$ cat config.mk
export PLATFORM = sky130hd
export DESIGN_NAME = tdc_event_hit_decoder_top
export DESIGN_NICKNAME = d
export VERILOG_FILES = /design/src/sv/tdchd_pkg.sv /design/src/sv/tdchd_ctrl.sv /design/src/sv/tdchd_datapath.sv /design/src/sv/tdc_event_hit_decoder_top.sv
export SDC_FILE = /design/constraint.sdc
export NUM_CORES = 2
export LEC_CHECK = 0
export BUFFER_PORTS_ARGS = -buffer_cell sky130_fd_sc_hd__buf_4
export CORE_MARGIN = 4
export CORE_UTILIZATION = 25
export DETAILED_ROUTE_END_ITERATION = 10
export SYNTH_ARGS = -nofsm -noshare
export SYNTH_HDL_FRONTEND = slang
export SYNTH_SLANG_ARGS = --single-unit
$ cat constraint.sdc
create_clock -name aclk -period 16.1 [get_ports aclk]
set_input_delay 2.415 -clock aclk [delete_from_list [all_inputs] [get_ports aclk]]
set_output_delay 2.415 -clock aclk [all_outputs]
set_load 0.02 [all_outputs]
$ cat src/sv/tdchd_pkg.sv
// ----------------------------------------------------------------------------
// tdchd_pkg
// Shared types and constants of the TDC event hit decoder: word classes,
// field widths, controller states, hit store entry and control bundles.
// ----------------------------------------------------------------------------
package tdchd_pkg;

    localparam int MAX_HITS_DEF = 32;
    localparam int NCHAN        = 128;

    localparam int WORD_W     = 32;
    localparam int CLS_W      = 5;
    localparam int CHAN_W     = 7;
    localparam int OUT_CHAN_W = 8;
    localparam int TIME_W     = 19;
    localparam int WIDTH_W    = 20;
    localparam int EVNUM_W    = 22;
    localparam int TAG_W      = 32;
    localparam int HIT_CNT_W  = 6;

    localparam logic [CLS_W-1:0] CLS_MEAS       = 5'h00;
    localparam logic [CLS_W-1:0] CLS_GLOBAL_HDR = 5'h08;
    localparam logic [CLS_W-1:0] CLS_GLOBAL_TRL = 5'h10;
    localparam logic [CLS_W-1:0] CLS_EXT_TAG    = 5'h11;

    typedef enum logic [2:0] {
        ST_IDLE,
        ST_TRD_PEND,
        ST_TRD_HIT,
        ST_SUM,
        ST_HIT_OUT
    } state_t;

    typedef struct packed {
        logic [CHAN_W-1:0]  chan;
        logic [TIME_W-1:0]  lead;
        logic [WIDTH_W-1:0] width;
    } hit_entry_t;

    typedef struct packed {
        logic take;
        logic trail_rd;
        logic width_wr;
        logic drain_start;
        logic drain_next;
        logic clear_event;
        logic show_hit;
    } dp_cmd_t;

    typedef struct packed {
        logic trail_hit;
        logic word_last;
        logic hits_zero;
        logic drain_end;
    } dp_status_t;

endpackage

$ cat src/sv/tdchd_ctrl.sv
// ----------------------------------------------------------------------------
// tdchd_ctrl
// Controller of the decoder: takes words, sequences the trailing-edge
// read-modify-write and drains the summary and stored hits at end of event.
// ----------------------------------------------------------------------------
module tdchd_ctrl (
    input  logic                  aclk,
    input  logic                  aresetn,
    input  logic                  s_valid,
    input  logic                  s_last_word,
    input  logic                  m_ready,
    input  tdchd_pkg::dp_status_t status,
    output logic                  s_ready,
    output logic                  m_valid,
    output tdchd_pkg::dp_cmd_t    cmd
);

    tdchd_pkg::state_t state_reg;
    tdchd_pkg::state_t state_next;

    always_ff @(posedge aclk) begin
        if (!aresetn) begin
            state_reg <= tdchd_pkg::ST_IDLE;
        end else begin
            state_reg <= state_next;
        end
    end

    always_comb begin
        state_next = state_reg;
        case (state_reg)
            tdchd_pkg::ST_IDLE: begin
                if (s_valid) begin
                    if (status.trail_hit) begin
                        state_next = tdchd_pkg::ST_TRD_PEND;
                    end else if (s_last_word) begin
                        state_next = tdchd_pkg::ST_SUM;
                    end
                end
            end
            tdchd_pkg::ST_TRD_PEND: begin
                state_next = tdchd_pkg::ST_TRD_HIT;
            end
            tdchd_pkg::ST_TRD_HIT: begin
                state_next = status.word_last ? tdchd_pkg::ST_SUM : tdchd_pkg::ST_IDLE;
            end
            tdchd_pkg::ST_SUM: begin
                if (m_ready) begin
                    state_next = status.hits_zero ? tdchd_pkg::ST_IDLE
                                                  : tdchd_pkg::ST_HIT_OUT;
                end
            end
            tdchd_pkg::ST_HIT_OUT: begin
                if (m_ready && status.drain_end) begin
                    state_next = tdchd_pkg::ST_IDLE;
                end
            end
            default: begin
                state_next = tdchd_pkg::ST_IDLE;
            end
        endcase
    end

    always_comb begin
        s_ready          = (state_reg == tdchd_pkg::ST_IDLE);
        m_valid          = (state_reg == tdchd_pkg::ST_SUM) ||
                           (state_reg == tdchd_pkg::ST_HIT_OUT);
        cmd.take         = s_ready && s_valid;
        cmd.trail_rd     = (state_reg == tdchd_pkg::ST_TRD_PEND);
        cmd.width_wr     = (state_reg == tdchd_pkg::ST_TRD_HIT);
        cmd.show_hit     = (state_reg == tdchd_pkg::ST_HIT_OUT);
        cmd.drain_start  = (state_reg == tdchd_pkg::ST_SUM) && m_ready && !status.hits_zero;
        cmd.drain_next   = cmd.show_hit && m_ready && !status.drain_end;
        cmd.clear_event  = ((state_reg == tdchd_pkg::ST_SUM) && m_ready && status.hits_zero) ||
                           (cmd.show_hit && m_ready && status.drain_end);
    end

endmodule

$ cat src/sv/tdchd_datapath.sv
// ----------------------------------------------------------------------------
// tdchd_datapath
// Word decode, event registers, pending-edge table and hit store, and the
// result field selection for summary and hit records.
// ----------------------------------------------------------------------------
module tdchd_datapath #(
    parameter int MAX_HITS = tdchd_pkg::MAX_HITS_DEF
) (
    input  logic                                 aclk,
    input  logic                                 aresetn,
    input  tdchd_pkg::dp_cmd_t                   cmd,
    output tdchd_pkg::dp_status_t                status,
    input  logic [tdchd_pkg::WORD_W-1:0]         s_data_word,
    input  logic                                 s_last_word,
    output logic                                 m_kind,
    output logic [tdchd_pkg::EVNUM_W-1:0]        m_event_number,
    output logic [tdchd_pkg::HIT_CNT_W-1:0]      m_hit_total,
    output logic [tdchd_pkg::TAG_W-1:0]          m_time_tag,
    output logic                                 m_overflow,
    output logic [tdchd_pkg::OUT_CHAN_W-1:0]     m_channel,
    output logic [tdchd_pkg::TIME_W-1:0]         m_lead_time,
    output logic signed [tdchd_pkg::WIDTH_W-1:0] m_pulse_width,
    output logic                                 m_last_result
);

    localparam int IDX_W = (MAX_HITS > 1) ? $clog2(MAX_HITS) : 1;

    logic [tdchd_pkg::CLS_W-1:0]     in_cls;
    logic [tdchd_pkg::CHAN_W-1:0]    in_chan;
    logic [tdchd_pkg::TIME_W-1:0]    in_time;
    logic                            in_trail;
    logic                            is_meas;
    logic                            store_full;
    logic                            lead_take;

    logic [tdchd_pkg::EVNUM_W-1:0]   ev_reg;
    logic [tdchd_pkg::TAG_W-1:0]     tag_reg;
    logic [tdchd_pkg::HIT_CNT_W-1:0] hit_cnt_reg;
    logic                            ovf_reg;
    logic [tdchd_pkg::NCHAN-1:0]     pend_valid_reg;

    logic [tdchd_pkg::TIME_W-1:0]    time_reg;
    logic                            last_reg;
    logic [IDX_W-1:0]                pend_rd_reg;
    logic [IDX_W-1:0]                drain_idx_reg;
    tdchd_pkg::hit_entry_t           store_rd_reg;

    logic [IDX_W-1:0]                pend_idx_mem [tdchd_pkg::NCHAN];
    tdchd_pkg::hit_entry_t           store_mem [MAX_HITS];

    logic                            store_we;
    logic [IDX_W-1:0]                store_waddr;
    tdchd_pkg::hit_entry_t           store_wdata;
    logic                            store_re;
    logic [IDX_W-1:0]                store_raddr;
    logic [tdchd_pkg::WIDTH_W-1:0]   width_new;

    assign in_cls     = s_data_word[31:27];
    assign in_trail   = s_data_word[26];
    assign in_chan    = s_data_word[25:19];
    assign in_time    = s_data_word[18:0];
    assign is_meas    = (in_cls == tdchd_pkg::CLS_MEAS);
    assign store_full = (hit_cnt_reg >= tdchd_pkg::HIT_CNT_W'(MAX_HITS));
    assign lead_take  = cmd.take && is_meas && !in_trail;

    assign status.trail_hit = is_meas && in_trail && pend_valid_reg[in_chan];
    assign status.word_last = last_reg;
    assign status.hits_zero = (hit_cnt_reg == '0);
    assign status.drain_end = ((tdchd_pkg::HIT_CNT_W'(drain_idx_reg) +
                                tdchd_pkg::HIT_CNT_W'(1)) == hit_cnt_reg);

    always_ff @(posedge aclk) begin
        if (!aresetn) begin
            ev_reg         <= '0;
            tag_reg        <= '0;
            hit_cnt_reg    <= '0;
            ovf_reg        <= 1'b0;
            pend_valid_reg <= '0;
        end else if (cmd.clear_event) begin
            tag_reg        <= '0;
            hit_cnt_reg    <= '0;
            ovf_reg        <= 1'b0;
            pend_valid_reg <= '0;
        end else if (cmd.take) begin
            case (in_cls)
                tdchd_pkg::CLS_GLOBAL_HDR: begin
                    ev_reg <= s_data_word[26:5];
                end
                tdchd_pkg::CLS_GLOBAL_TRL: begin
                    tag_reg <= tag_reg + tdchd_pkg::TAG_W'(s_data_word[4:0]);
                end
                tdchd_pkg::CLS_EXT_TAG: begin
                    tag_reg <= tag_reg + {s_data_word[26:0], 5'b00000};
                end
                tdchd_pkg::CLS_MEAS: begin
                    if (!in_trail) begin
                        if (!store_full) begin
                            pend_valid_reg[in_chan] <= 1'b1;
                            hit_cnt_reg             <= hit_cnt_reg +
                                                       tdchd_pkg::HIT_CNT_W'(1);
                        end else begin
                            ovf_reg                 <= 1'b1;
                            pend_valid_reg[in_chan] <= 1'b0;
                        end
                    end else begin
                        pend_valid_reg[in_chan] <= 1'b0;
                    end
                end
                default: begin
                end
            endcase
        end
    end

    always_ff @(posedge aclk) begin
        if (cmd.take) begin
            time_reg <= in_time;
            last_reg <= s_last_word;
        end
        if (cmd.drain_start) begin
            drain_idx_reg <= '0;
        end else if (cmd.drain_next) begin
            drain_idx_reg <= drain_idx_reg + IDX_W'(1);
        end
    end

    always_ff @(posedge aclk) begin
        if (lead_take && !store_full) begin
            pend_idx_mem[in_chan] <= hit_cnt_reg[IDX_W-1:0];
        end
        if (cmd.take && status.trail_hit) begin
            pend_rd_reg <= pend_idx_mem[in_chan];
        end
    end

    assign width_new = {1'b0, time_reg} - {1'b0, store_rd_reg.lead};

    always_comb begin
        store_we    = 1'b0;
        store_waddr = hit_cnt_reg[IDX_W-1:0];
        store_wdata = '{chan: in_chan, lead: in_time, width: '0};
        if (cmd.width_wr) begin
            store_we    = 1'b1;
            store_waddr = pend_rd_reg;
            store_wdata = '{chan: store_rd_reg.chan, lead: store_rd_reg.lead, width: width_new};
        end else if (lead_take && !store_full) begin
            store_we = 1'b1;
        end
    end

    always_comb begin
        store_re = cmd.trail_rd || cmd.drain_start || cmd.drain_next;
        if (cmd.trail_rd) begin
            store_raddr = pend_rd_reg;
        end else if (cmd.drain_start) begin
            store_raddr = '0;
        end else begin
            store_raddr = drain_idx_reg + IDX_W'(1);
        end
    end

    always_ff @(posedge aclk) begin
        if (store_we) begin
            store_mem[store_waddr] <= store_wdata;
        end
        if (store_re) begin
            store_rd_reg <= store_mem[store_raddr];
        end
    end

    assign m_kind         = cmd.show_hit;
    assign m_event_number = ev_reg;
    assign m_hit_total    = hit_cnt_reg;
    assign m_time_tag     = tag_reg;
    assign m_overflow     = ovf_reg;
    assign m_channel      = cmd.show_hit ?
                            ({1'b0, store_rd_reg.chan} + tdchd_pkg::OUT_CHAN_W'(1)) : '0;
    assign m_lead_time    = cmd.show_hit ? store_rd_reg.lead : '0;
    assign m_pulse_width  = cmd.show_hit ? signed'(store_rd_reg.width) : '0;
    assign m_last_result  = cmd.show_hit ? status.drain_end : status.hits_zero;

endmodule

$ cat src/sv/tdc_event_hit_decoder_top.sv
// ----------------------------------------------------------------------------
// tdc_event_hit_decoder_top
// Decodes the 32-bit readout words of one TDC event into a summary record
// followed by one record per stored leading-edge hit.
// ----------------------------------------------------------------------------
// Words are taken one per cycle, but not while a trailing edge is paired or
// results drain. A trailing edge that pairs with a pending leading edge is
// handled in order by the pending-index table read, the hit store read and
// the width write-back, which share the single read and write port of each
// memory. On the word marked last the block stops taking words and emits the
// summary, then the stored hits from the hit store read port at one per
// cycle while the sink is ready. Pending marks sit in flip-flop valid bits
// cleared at once, so no clearing pass follows reset or the end of an event.
module tdc_event_hit_decoder_top #(
    parameter int MAX_HITS = tdchd_pkg::MAX_HITS_DEF
) (
    input  logic                                 aclk,
    input  logic                                 aresetn,
    input  logic                                 s_valid,
    output logic                                 s_ready,
    input  logic [tdchd_pkg::WORD_W-1:0]         s_data_word,
    input  logic                                 s_last_word,
    output logic                                 m_valid,
    input  logic                                 m_ready,
    output logic                                 m_kind,
    output logic [tdchd_pkg::EVNUM_W-1:0]        m_event_number,
    output logic [tdchd_pkg::HIT_CNT_W-1:0]      m_hit_total,
    output logic [tdchd_pkg::TAG_W-1:0]          m_time_tag,
    output logic                                 m_overflow,
    output logic [tdchd_pkg::OUT_CHAN_W-1:0]     m_channel,
    output logic [tdchd_pkg::TIME_W-1:0]         m_lead_time,
    output logic signed [tdchd_pkg::WIDTH_W-1:0] m_pulse_width,
    output logic                                 m_last_result
);

    tdchd_pkg::dp_cmd_t    cmd;
    tdchd_pkg::dp_status_t status;

    tdchd_ctrl u_ctrl (
        .aclk        (aclk),
        .aresetn     (aresetn),
        .s_valid     (s_valid),
        .s_last_word (s_last_word),
        .m_ready     (m_ready),
        .status      (status),
        .s_ready     (s_ready),
        .m_valid     (m_valid),
        .cmd         (cmd)
    );

    tdchd_datapath #(
        .MAX_HITS (MAX_HITS)
    ) u_datapath (
        .aclk           (aclk),
        .aresetn        (aresetn),
        .cmd            (cmd),
        .status         (status),
        .s_data_word    (s_data_word),
        .s_last_word    (s_last_word),
        .m_kind         (m_kind),
        .m_event_number (m_event_number),
        .m_hit_total    (m_hit_total),
        .m_time_tag     (m_time_tag),
        .m_overflow     (m_overflow),
        .m_channel      (m_channel),
        .m_lead_time    (m_lead_time),
        .m_pulse_width  (m_pulse_width),
        .m_last_result  (m_last_result)
    );

endmodule

Word level (Yosys, flattened, before mapping)
Memory sizes are Yosys's and may differ from the RTL's. A register that Yosys moved wholly into a read port is not among the register bits.
Index checks and enable logic that the tools add are counted.
- bits in registers: 217
- bits in latches: 0
- RAM bits: 2112
- ROM bits: 0
- input port bits: 37
- output and inout bits: 112
- word-level logic and storage cells: 102
- memories: 2
- memories (memory ; depth ; bits a word ; rd ports ; clocked after Yosys merged registers in ; wr ports ; RTL line ; text):
    u_datapath.store_mem ; 32 ; 46 ; 1 ; 1 ; 1 ; tdchd_datapath.sv:49 ; tdchd_pkg::hit_entry_t store_mem [MAX_HITS];
    u_datapath.pend_idx_mem ; 128 ; 5 ; 1 ; 1 ; 1 ; tdchd_datapath.sv:48 ; logic [IDX_W-1:0] pend_idx_mem [tdchd_pkg::NCHAN];
- add/subtract/negate cells: 7
- $mul: 0
- divide/modulo/power cells: 0
- order comparisons: 3
- eq/ne operators: 12
- shift operators: 0
- muxes and demuxes: 28
- bitwise logic cells: 7
- reductions and logical operators: 34
- operators with widths (operator ; count):
    two-way mux 128 bit ; 2
    bitwise AND 128 bit ; 1
    inverter 128 bit ; 1
    bitwise OR 128 bit ; 1
    one-hot mux 32 bit (2 select lines) ; 1
    two-way mux 46 bit ; 1
    adder 32 bit ; 1
    adder 32 x 5 -> 32 bit ; 1
    two-way mux 20 bit ; 1
    subtractor 19 x 19 -> 20 bit ; 1
    two-way mux 19 bit ; 1
    two-way mux 3 bit ; 6
    logical AND 1 bit ; 15
    two-way mux 5 bit ; 3
    one-hot mux 3 bit (5 select lines) ; 1
    AND reduction 4 bit ; 3
    equality test 5 bit, second input constant ; 2
    adder 7 x 1 -> 8 bit, second input constant ; 1
    < comparator 7 x 8 -> 1 bit, second input constant ; 1
    two-way mux 1 bit ; 8
    two-way mux 8 bit ; 1
    binary-select mux 1 bit (select 7 bit) ; 1
    demux 1 bit (select 7 bit) ; 1
    greater-or-equal comparator 7 x 1 -> 1 bit, second input constant ; 1
    23 further kinds ; 35

Longest topological paths before layout
- word-level depth: 9
- mapped depth: 13
- mapped depth without buffers: 13

Cells and area by module
A second synthesis with hierarchy kept.
- cell total of the unflattened synthesis: 7544
- area total of the unflattened synthesis: 98224.2 um^2
- by module, submodules not included (module ; instances ; cells an instance ; area each (um^2) ; sequential area each (um^2)):
    tdchd_datapath ; 1 ; 7508 ; 97957.7 ; 69436.6
    tdchd_ctrl ; 1 ; 36 ; 266.5 ; 60.1

Worst setup path after synthesis
Ideal clock, no wire load.
- kind: input -> register
- start point: in s_valid
- end point: mem u_datapath.store_mem[17][0] (netlist bit), enable pin
- library setup time: 0.450 ns
- data arrival time: 5.701 ns
- required time: 15.650 ns
- slack: 9.949 ns
- cell stages on the path: 6
- path buffers: 0
- cells stage by stage: nand2_1 -> nor3_1 -> nand2_1 -> nor2_1 -> a31oi_1 -> nor2_1
- longest elaborated chain between the ends: 8
- RTL lines (element ; RTL line ; text):
    from (decl) ; tdc_event_hit_decoder_top.sv:19 ; input logic s_valid,
    logical AND 1 bit ; tdchd_ctrl.sv:68 ; cmd.take = s_ready && s_valid;
    logical AND 1 bit (2 in series) ; tdchd_datapath.sv:64 ; assign lead_take = cmd.take && is_meas && !in_trail;
    logical AND 1 bit ; tdchd_datapath.sv:146 ; end else if (lead_take && !store_full) begin
    two-way mux 1 bit ; tdchd_datapath.sv:146 ;
    two-way mux 1 bit ; tdchd_datapath.sv:142 ; if (cmd.width_wr) begin
    two-way mux 1 bit ; tdchd_datapath.sv:163 ; if (store_we) begin
    two-way mux 1 bit (implied by the code) ; tdchd_datapath.sv:164 ; store_mem[store_waddr] <= store_wdata;
    to (decl) ; tdchd_datapath.sv:49 ;
Every way passes these cells.

Final worst setup path
- start point: in m_ready
- end point: reg u_datapath.store_rd_reg[3] (netlist name)
- longest elaborated chain between the ends: 4
- elaborated cells between the ends (all ways): 8
- those cells by class: mux: 2; reduce/logical: 6
- RTL lines (element ; RTL line ; text):
    from (decl) ; tdc_event_hit_decoder_top.sv:24 ; input logic m_ready,
    logical AND 1 bit (2 in series) ; tdchd_ctrl.sv:72 ; cmd.drain_start = (state_reg == tdchd_pkg::ST_SUM) && m_ready && !status.hits_zero;
    two-way mux 5 bit / logical OR 1 bit (equally long branches) ; tdchd_datapath.sv:155, tdchd_datapath.sv:152 ;
    two-way mux 5 bit / logical OR 1 bit (equally long branches) ; tdchd_datapath.sv:153, tdchd_datapath.sv:152 ;
Parallel ways exist; a longest one is shown, timed or not.
A chain may end at the register's enable or synchronous reset.

==> metrics.md <==
| Metric | Value |
|---|---|
| Simple-gate share of the synthesized area | `9.46%` |
| Xor/xnor share of the synthesized area | `0.440%` |
| GP Congestion | `0.817` |
| Worst slew pin tran | `1.33 ns` |
| Tcrit/Tclk final | `40.1%` |
| Worst Path Max Fanout | `97` |
| CTS Hold Bufs | `0` |
| Routed vias/inst | `5.15` |
| Largest register FFs | `1,472` |
| Initial DRC count | `8,541` |
| Clock tree buffer depth | `4` |
| Post-synthesis compound-gate area fraction | `14.7%` |
| Relative slew slack | `9.33%` |
| Initial antenna violation count | `10` |
| Leak | `33.9 nW` |
| Power density over the cells | `120 nW/um^2` |
| Initial core utilization | `25.1%` |
| Hold Crit Class | `reg2reg` |
| Pin count of the biggest net entering global routing | `205` |
| Clk slew on worst S/H paths | `0.07 ns` |
| Share of layout cells above drive strength 1 | `10.9%` |
| Horiz. Die Dim | `632 um` |
| Critical path capture point type | `flop` |
| Number of port buffers | `148` |
| Post-Syn Area | `97,500 um^2` |
| Antenna viol nets, final | `0` |
| Fmax | `0.155 GHz` |
| GR Util All Layers | `14.5%` |
| Unrepaired setup endpoints after global routing | `false` |
| DR pass1 iterations | `8` |
| WP data arrival | `7.16 ns` |
| Post-layout minimum cycle time | `6.46 ns` |
| EDFF count, synth | `2,183` |
| Largest family of logic cells by synthesized area | `compound AO/OA/AOI/OAI gates` |
| Main synth FF type | `edfxtp_1` |
| Syn Inst Count | `7,197` |
| Area of the die | `400,000 um^2` |
| Core area | `389,000 um^2` |
| Multiplexer share of the synthesized area | `0.756%` |
| Mean post-synth cell area | `13.5 um^2` |
| Detailed-placement wirelength estimate | `165,000 um` |
| Buffer count from post-CTS setup fixing | `0` |
| Setup tns final | `0 ns` |
| Skew-Pair Late Insertion Delay | `0.91 ns` |
| Root buffer cell | `clkbuf_16` |
| Synthesized net count | `7,291` |
| Synth Warn # | `0` |
| Crit Path Class | `in2reg` |
| MaxCap Viol Count | `0` |
| WP data required | `16.80 ns` |
| Final nets | `7,290` |
| Adder-Cell Fraction of Synth Area | `0.755%` |
| Drt wl/cell | `24.2 um` |
| Slew Viols, Final | `0` |
| Row cnt | `229` |
| Vias in the first global route | `61,800` |
| DR vias | `64,700` |
| Asr flop ratio synth | `0%` |
| IO Pins | `149` |
| Num CTS Buffers | `224` |
| Die H | `632 um` |
| Clock sinks | `2,380` |
| Post_cts resized | `0` |
| H-Tree Depth | `4` |
| Post-synthesis register bit count | `2,380` |
| VDD IR max | `0.0888 mV` |
| Fin util | `28.7%` |
| Status | `finished, final reports clean` |
| Number of library cell types mapped by synthesis | `88` |
| Layout area overhead | `14.4%` |
| Skew final | `0.126 ns` |
| Final Hold Viols | `0` |
| CTS tree | `built` |
| WL final | `305,000 um` |
| Startpoint types | `input pin` |
| Gr ovfl total | `0` |
| Remaining DRCs | `0` |
| Global-route wire length before repair | `434,000 um` |
| Sequential share of the synthesized area | `71.3%` |
| Final Setup Violations | `0` |
-- stage by stage --
stage | power (mW) | cell area, um^2 | hold slack, ns | cells | setup WS [ns]
after floorplan | 7.86 | 97500 | 0.449 | 7197 | 9.95
after global placement | 8.26 | 105000 | 0.455 | 12200 | 8.69
after detailed placement | 8.29 | 105000 | 0.456 | 12200 | 8.77
after CTS | 13.4 | 112000 | 0.464 | 12600 | 9.70
after global routing | 13.8 | 112000 | 0.486 | 12600 | 9.36
final | 13.3 | 112000 | 0.466 | 12600 | 9.64
-- cells in the mapped netlist (8+ instances only) --
library cell / instances / area share, %
a211oi_1: 384 / 3.0
a21boi_0: 30 / 0.23
a21o_1: 23 / 0.18
a21oi_1: 430 / 2.2
a221oi_1: 107 / 0.96
a221oi_2: 40 / 0.62
a222oi_1: 12 / 0.12
a22o_1: 92 / 0.83
a22oi_1: 163 / 1.3
a311oi_1: 187 / 1.7
a31oi_1: 229 / 1.5
a41oi_1: 8 / 0.072
and2_0: 126 / 0.81
and2_1: 255 / 1.6
and3_1: 36 / 0.23
buf_1: 37 / 0.14
buf_2: 170 / 0.87
buf_4: 17 / 0.13
clkbuf_1: 302 / 1.2
dfxtp_1: 197 / 4.0
edfxtp_1: 2183 / 67
ha_1: 54 / 0.69
inv_1: 55 / 0.21
mux2_2: 33 / 0.38
mux2i_1: 32 / 0.33
nand2_1: 942 / 3.6
nand2b_1: 10 / 0.064
nand3_1: 177 / 0.91
nand4_1: 23 / 0.15
nor2_1: 326 / 1.3
nor2b_1: 15 / 0.096
nor3_1: 44 / 0.23
nor4_1: 14 / 0.090
o21ai_0: 232 / 1.2
o21bai_1: 8 / 0.062
o22ai_1: 11 / 0.071
o31ai_1: 8 / 0.062
or3_1: 11 / 0.071
xnor2_1: 25 / 0.22
xor2_1: 24 / 0.22
-- routing by layer --
metal | wire (um) | part of all wire [%] | global-route usage (%)
met1 | 122000 | 40 | 19.4
met2 | 143000 | 47 | 23.6
met3 | 27400 | 9.0 | 2.37
met4 | 11800 | 3.9 | 5.07
met5 | 0 | 0 | 0
-- layout by cell type, fill, tap and decap left out, types with 125 or more instances in the layout --
| cell | synthesis | final |
|---|---|---|
| a21oi_1 | 430 | 429 |
| o21ai_0 | 232 | 209 |
| nand3_1 | 177 | 176 |
| a31oi_1 | 229 | 226 |
| nand2_1 | 942 | 939 |
| nor2_1 | 326 | 276 |
| and2_1 | 255 | 256 |
| dfxtp_1 | 197 | 191 |
| a211oi_1 | 384 | 383 |
| edfxtp_1 | 2183 | 2183 |
| and2_0 | 126 | 125 |
| buf_4 | 17 | 300 |
| a311oi_1 | 187 | 187 |
| clkbuf_16 | 0 | 225 |
| a22oi_1 | 163 | 163 |
-- worst max-delay path: stages --
cell and delay [ns]:
buf_4 0.09, inv_1 0.09, a211oi_2 0.73, o31a_2 0.24, buf_4 0.57, buf_4 0.78, buf_4 0.86, and2_1 0.23
a211oi_1 0.05, a311oi_1 0.34, a21oi_1 0.09, a22o_1 0.29, a221oi_1 0.20
-- layout make-up --
| cell class | instances | area [um^2] |
|---|---|---|
| Fill cell | 38800 | 277000 |
| Timing Repair Buffer | 307 | 2390 |
| Sequential cell | 2380 | 69500 |
| Clock buffer | 288 | 5910 |
| Tap cell | 5197 | 6500 |
| Multi-Input combinational cell | 4227 | 26000 |
| Clock inverter | 111 | 1020 |
| Antenna cell | 4 | 10.0 |
| Inverter | 56 | 210 |
-- path summary, 6_finish.rpt --
check                                       startpoint  cells after the start  slack, ns                                   endpoint
min          u_datapath.m_event_number[1]$_SDFFE_PN0P_                      2       0.47  u_datapath.m_event_number[1]$_SDFFE_PN0P_
max reg2reg     u_datapath.m_hit_total[1]$_SDFFE_PP0P_                     13      10.07       u_datapath.store_rd_reg[3]$_DFFE_PP_
min reg2reg  u_datapath.m_event_number[1]$_SDFFE_PN0P_                      2       0.47  u_datapath.m_event_number[1]$_SDFFE_PN0P_
max                                            m_ready                     13       9.64       u_datapath.store_rd_reg[3]$_DFFE_PP_
-- report_power, final --
group	switching, mW	internal (mW)
registers	0.0223	6.90
logic	0.905	0.353
clock network	2.30	2.85
total	3.23	10.1
-- cell families after synthesis --
logic type	Yosys count
DFF	2380
AOI/OAI and AO/OA	2040
and+or+nand+nor	2014
buffers and inverters	590
muxes	67
adders and majority gates	57
xor gates and xnor gates	49
Note: power is estimated with default switching activity, not from simulation.
